$ cat src/sv/lfe_queue.sv
`timescale 1ns / 1ps
// ----------------------------------------------------------------------------
// Decoupling queue
// Small register FIFO between front and back; drains whenever it holds data.
// ----------------------------------------------------------------------------
module lfe_queue #(
  parameter int WIDTH = 8,
  parameter int DEPTH = 4
) (
  input  logic             clk,
  input  logic             rst_n,
  input  logic             push_valid,
  input  logic [WIDTH-1:0] push_data,
  output logic             full,
  output logic             pop_valid,
  output logic [WIDTH-1:0] pop_data
);

  localparam int PW = $clog2(DEPTH);
  localparam int CW = $clog2(DEPTH + 1);

  logic [WIDTH-1:0] mem_r [DEPTH];
  logic [PW-1:0]    wr_r, rd_r;
  logic [CW-1:0]    cnt_r;

  assign full      = (cnt_r == CW'(DEPTH));
  assign pop_valid = (cnt_r != '0);
  assign pop_data  = mem_r[rd_r];

  always_ff @(posedge clk) begin
    if (push_valid) mem_r[wr_r] <= push_data;
  end

  always_ff @(posedge clk) begin
    if (!rst_n) begin
      wr_r  <= '0;
      rd_r  <= '0;
      cnt_r <= '0;
    end else begin
      if (push_valid) wr_r <= (wr_r == PW'(DEPTH - 1)) ? '0 : wr_r + 1'b1;
      if (pop_valid)  rd_r <= (rd_r == PW'(DEPTH - 1)) ? '0 : rd_r + 1'b1;
      cnt_r <= cnt_r + CW'(push_valid) - CW'(pop_valid);
    end
  end

endmodule

$ cat config.mk
export PLATFORM = sky130hd
export DESIGN_NAME = lfe_queue
export DESIGN_NICKNAME = d
export VERILOG_FILES = /design/src/sv/lfe_queue.sv
export SDC_FILE = /design/constraint.sdc
export NUM_CORES = 1
export LEC_CHECK = 0
export BUFFER_PORTS_ARGS = -buffer_cell sky130_fd_sc_hd__buf_2
export CAP_MARGIN = 20
export CORE_ASPECT_RATIO = 2
export CORE_MARGIN = 2
export CORE_UTILIZATION = 30
export CTS_CLUSTER_DIAMETER = 200
export DETAILED_ROUTE_END_ITERATION = 8
export GPL_ROUTABILITY_DRIVEN = 0
export SLEW_MARGIN = 0
export SYNTH_ARGS = -nofsm -noshare
export SYNTH_HDL_FRONTEND = slang
export SYNTH_SLANG_ARGS = --single-unit
$ cat constraint.sdc
create_clock -name clk -period 2.35 [get_ports clk]
set_clock_uncertainty 0.2 [all_clocks]
set_input_delay 0.1175 -clock clk [delete_from_list [all_inputs] [get_ports clk]]
set_output_delay 0.1175 -clock clk [all_outputs]
set_load 0.02 [all_outputs]
==> results of run 1 <==
==> critical path, delay by kind of cell (launching register included) <==
family / cells / cell delay, ns
buf+inv: 2 / 0.13
xor+xnor: 1 / 0.21
flops: 1 / 0.33
simple gates: 2 / 0.28
fa+ha+maj: 3 / 0.82
==> cells by family after synthesis <==
group / share of synthesized area, %
buffers and inverters: 2.85
DFF: 70.2
xor gates and xnor gates: 1.46
AOI/OAI and AO/OA: 0.308
muxes: 12.9
and+or+nand+nor: 5.62
adders and majority gates: 6.62
==> per-stage QoR <==
stage          hold slack, ns  setup slack (ns)  utilization, %  std cells
6_report                0.294             0.290            37.1        185
3_3_place_gp            0.134             0.338            33.6        167
2_1_floorplan          0.0164            0.0606               -         88
3_5_place_dp            0.141             0.286            33.6        167
5_1_grt                 0.327             0.184            37.1        185
4_1_cts                 0.304             0.255            37.1        185
==> how the worst min path moves through the flow <==
| stage | start | end | slack (ns) | depth (start not counted) |
|---|---|---|---|---|
| final | rd_r[1] | rd_r[1] | 0.29 | 2 |
| after global routing | rd_r[1] | register | 0.33 | 2 |
| after floorplan | push_data[0] | mem_r[0][0] | 0.02 | 0 |
| after CTS | rd_r[1] | rd_r[1] | 0.30 | 2 |
| after detailed placement | push_data[0] | mem_r[0][0] | 0.14 | 1 |
| after global placement | push_data[0] | mem_r[0][0] | 0.13 | 1 |
==> per-layer routing <==
metal  routed length [µm]  GRT usage [%]
met5                    0              0
met3                  119           2.63
met2                 1340           16.4
met4                   65           5.61
met1                  909           8.48
==> power groups by stage <==
stage / clock (W) / sequential, W / combinational, W
after global placement: 0 / 0.000969 / 0.000574
after global routing: 0.000466 / 0.000969 / 0.000659
after detailed placement: 0 / 0.000975 / 0.000586
after floorplan: 0 / 0.000904 / 0.000494
final: 0.000417 / 0.000952 / 0.000586
after CTS: 0.000441 / 0.000959 / 0.000601
==> cell type report <==
class                      instances  share of cell area, %
clock buffer                       6                   3.68
timing repair buffer              31                   10.5
sequential                        41                   57.8
multi-input combinational         37                   22.2
inverter                           8                   1.52
tap                               60                   3.80
clock inverter                     2                  0.507
==> synthesized netlist by cell type <==
cell type and n:
a21oi_1 1, and2_1 6, and3_1 1, buf_6 1, clkbuf_2 1, dfxtp_1 9, edfxtp_1 32, fa_1 1
ha_1 7, inv_1 8, mux2i_1 3, mux4_2 8, nand2_1 3, nand2b_1 1, nor2_1 2, nor3_1 1
or3b_1 2, xor3_1 1
==> registers in the layout, indices dropped and copies added (netlist names), named ones only <==
register and count:
wr_r 2, rd_r 2, mem_r 32, cnt_r 3
==> repair_timing <==
action,4_1_cts,5_1_grt
hold buffers,10,0
setup buffers,0,0
hold endpoints to repair,41,0
==> reports/results.ini, run 1 <==
[outcome]
status=complete, no violations

[cts]
ctsResizeCount=0
cts-root-buf=clkbuf_8
cts_buffers=5
clk_path_buf_depth=2
cts_tree=built
clkTransAtPathRegs_ns=0.07
clock_sinks=41
insertion_delay_ns=0.28
h-tree-depth=2

[pwr]
intPower_w=0.00138
p_clk_share_pct=21.3
power_density_mw_per_mm2=990
peakVddDrop_mv=0.561
p_seq_share_pct=48.7
p_leak_nw=0.747
switching_share_pct=29.6
p_sw_w=0.000579
p_comb_share_pct=30.0
power_w=0.00195

[die]
rows=38
die_x_um=56.0
start_util_pct=30.5
pin_count=21
die_height_um=108
core-area_mm2=0.00533
die_area_mm2=0.00606

[synthesis]
syn-cell-area_mm2=0.00163
syn-instance-count=88
synth.distinct_cells=18
ys_warn_count=0
netlist.area_leader.share_pct=59.1
ys_seq_area_share_pct=70.2
yosys-top-cells-area=edfxtp_1 59%, dfxtp_1 11%, mux4_2 11%
synth_top_area_cell=edfxtp_1
syn_nets=107
syn_area_per_cell_um2=18.5
synth_seq_cells=41

[critical_path]
r2r_end=cnt_r[2]
worstSetupEndpoint=cnt_r[2]
r2r_setup_slack_ns=0.29
rr_startpoint=cnt_r[1]
critPathKind=reg -> reg
critPathMaxFanout=3
cp-start-kind=register
path_cells=nor3_1 -> inv_1 -> ha_1 -> inv_1 -> ha_1 -> fa_1 -> xor3_1 -> nor2_1
worstSetupEndpointType=register
slowest_delay_ns=0.37
required_ns=2.33
reg2regPathDepth=8
arrival_ns=2.04
startpoint=cnt_r[1]
slowest_stage=fa_1

[timing]
fin_crit_sh_pct=87.7
setup_viol=0
max_freq_mhz=485
setup_tns_ns=0
hold_viol_final=0
final_max_slew_viol_count=0
slew_headroom_pct=62.4
tightest_slew_ns=0.564
final.min_clock_period_ns=2.06
rsz0062_at_grt=false

[global_routing]
grt_max_degree=13
antenna_found_initial=0
grt_pass1_vias=844
grt.overflow.total=0
grt_usage_pct=8.95
grt_pass1_wl_um=3900

[layout]
n_fill_cell=525
mostFrequentLayoutCells=32 x edfxtp_1, 20 x buf_2, 10 x dlygate4sd3_1
multi_input_area_um2=438
register_area_mm2=0.00114
final_area_mm2=0.00197
areaGrowthSynthToFinish_pct=21.5
drive_gt1_share_pct=28.8
antennaDiodeCount=0
final_nets=143
mostFrequentLayoutCell=edfxtp_1

[route]
drc_errors=0
drt.antenna.violating_nets=0
drt-vias-per-instance=4.39
vias=812
routedWlPerCell_um=13.1
drtIter0Drc=7
wirelength_um=2430
first_pass_iters=4

[job]
drv_cap=0

[worst_hold_path]
hp-class=reg -> reg

[placement]
placed_area_mm2=0.00179
dp.final_hpwl_um=1710
portBuffers=20

Note: power is estimated with default switching activity, not from simulation.
==> inputs of run 2 (changes only) <==
--- a/config.mk
+++ b/config.mk
@@ -13,6 +13,7 @@
 export CTS_CLUSTER_DIAMETER = 200
 export DETAILED_ROUTE_END_ITERATION = 8
 export GPL_ROUTABILITY_DRIVEN = 0
+export SETUP_SLACK_MARGIN = 0.5
 export SLEW_MARGIN = 0
 export SYNTH_ARGS = -nofsm -noshare
 export SYNTH_HDL_FRONTEND = slang
==> reports/results.ini, run 2 (synthesis gave the netlist of run 1 again) <==
[route]
drc_errors=0
vias=835
wirelength_um=2540
routedWlPerCell_um=13.5
drt-vias-per-instance=4.44
drtIter0Drc=21
drt.antenna.violating_nets=0
first_pass_iters=5

[layout]
areaGrowthSynthToFinish_pct=26.2
top_register=mem_r
largest_reg_flops=32
mostFrequentLayoutCells=32 x edfxtp_1, 20 x buf_2, 12 x dlygate4sd3_1
drive_gt1_share_pct=35.2
final_nets=147
antennaDiodeCount=0
mostFrequentLayoutCell=edfxtp_1
reg.largest.list=mem_r: 32 flops, cnt_r: 3 flops
final_util_pct=38.5

[die]
start_util_pct=30.5
core-area_mm2=0.00533
die_height_um=108
die_area_mm2=0.00606
pin_count=21
die_x_um=56.0
rows=38

[critical_path]
cp-start-kind=register
slowest_delay_ns=0.51
critPathMaxFanout=3
cp_top_family=adder cells
worstSetupEndpointType=register
critPathKind=reg -> reg
arrival_ns=1.94
path_cells=nor3_4 -> inv_2 -> ha_4 -> inv_2 -> ha_4 -> fa_2 -> and2_1
worst-path-buf-inv=2
slowest_stage=fa_2
required_ns=2.38

[pwr]
p_seq_share_pct=46.6
p_comb_share_pct=33.6
intPower_w=0.00145
peakVddDrop_mv=0.509
switching_share_pct=30.0
p_sw_w=0.000623
p_clk_share_pct=19.8
p_leak_nw=0.758
power_density_mw_per_mm2=1010

[timing]
slew_headroom_pct=71.2
final.min_clock_period_ns=1.91
setup_viol=0
rsz0062_at_grt=true
final_max_slew_viol_count=0
hold_viol_final=0
fin_crit_sh_pct=81.3
setup_tns_ns=0
max_freq_mhz=524
tightest_slew_ns=0.432
whs_ns=0.0166

[cts]
clkTransAtPathRegs_ns=0.07
insertion_delay_ns=0.28
cts_buffers=5
cts-root-buf=clkbuf_8
h-tree-depth=2
clk_path_buf_depth=2
cts_tree=built
clock_sinks=41

[placement]
portBuffers=20
dp.final_hpwl_um=1710

[global_routing]
grt_pass1_vias=882
grt_max_degree=12
grt_pass1_wl_um=4200
grt_usage_pct=9.44
antenna_found_initial=0
grt.overflow.total=0

[job]
drv_cap=0

[outcome]
status=complete, no violations

[worst_hold_path]
hp-class=in -> reg

## run 2: final timing paths
path                    from  endpoint  slack [ns]  cells after the start
setup / recovery    cnt_r[2]  cnt_r[1]        0.44                      7
hold / removal    push_valid   wr_r[1]        0.02                      3
setup reg to reg    cnt_r[2]  cnt_r[1]        0.44                      7
hold reg to reg      rd_r[1]   rd_r[1]        0.30                      2
## run 2: through the flow
stage               cell area [µm²]  cells  power [W]  worst slack, ns
floorplan                      1660     88    0.00146            0.328
global placement               1820    166    0.00160            0.363
detailed placement             1820    166    0.00162            0.330
CTS                            2040    187    0.00209            0.416
global route                   2050    188    0.00222            0.335
finish                         2050    188    0.00208            0.440
## run 2: per-layer routing
metal	part of all wire [%]	global-route usage, %	vias up
met2	55	17.1	23
met4	0.99	4.59	0
met1	39	9.38	408
met5	0	0	-
li1	-	-	402
met3	4.5	3.23	2
## run 2: repair_timing
action,CTS,global route
endpoints found under the hold margin,41,0
gates resized for setup,5,0
hold buffers,12,0
pin swaps,1,1
endpoints found under the setup margin,10,2
cloned,0,0
buffers inserted,2,1
## run 2: layout make-up
| cell class | instances | area, µm² |
|---|---|---|
| clock buffer | 6 | 72.6 |
| clock inverter | 1 | 3.75 |
| fill | 518 | 3270 |
| inverter | 8 | 30.0 |
| multi-input combinational | 37 | 477 |
| sequential | 41 | 1150 |
| tap | 60 | 75.1 |
| timing repair buffer | 35 | 243 |
## run 2: worst register-to-register path: stages, from the launching register on
cell and delay, ns:
dfxtp_2 0.34, nor3_4 0.20, inv_2 0.07, ha_4 0.26, inv_2 0.03, ha_4 0.14
fa_2 0.51, and2_1 0.10
## run 2: power groups by stage
stage,Combinational [W],Sequential (W),Clock (W)
final,0.000697,0.000969,0.000411
after global routing,0.000771,0.000989,0.000459
after CTS,0.000693,0.000976,0.000426
after detailed placement,0.000632,0.000984,0
after global placement,0.000615,0.000981,0
after floorplan,0.000542,0.000916,0
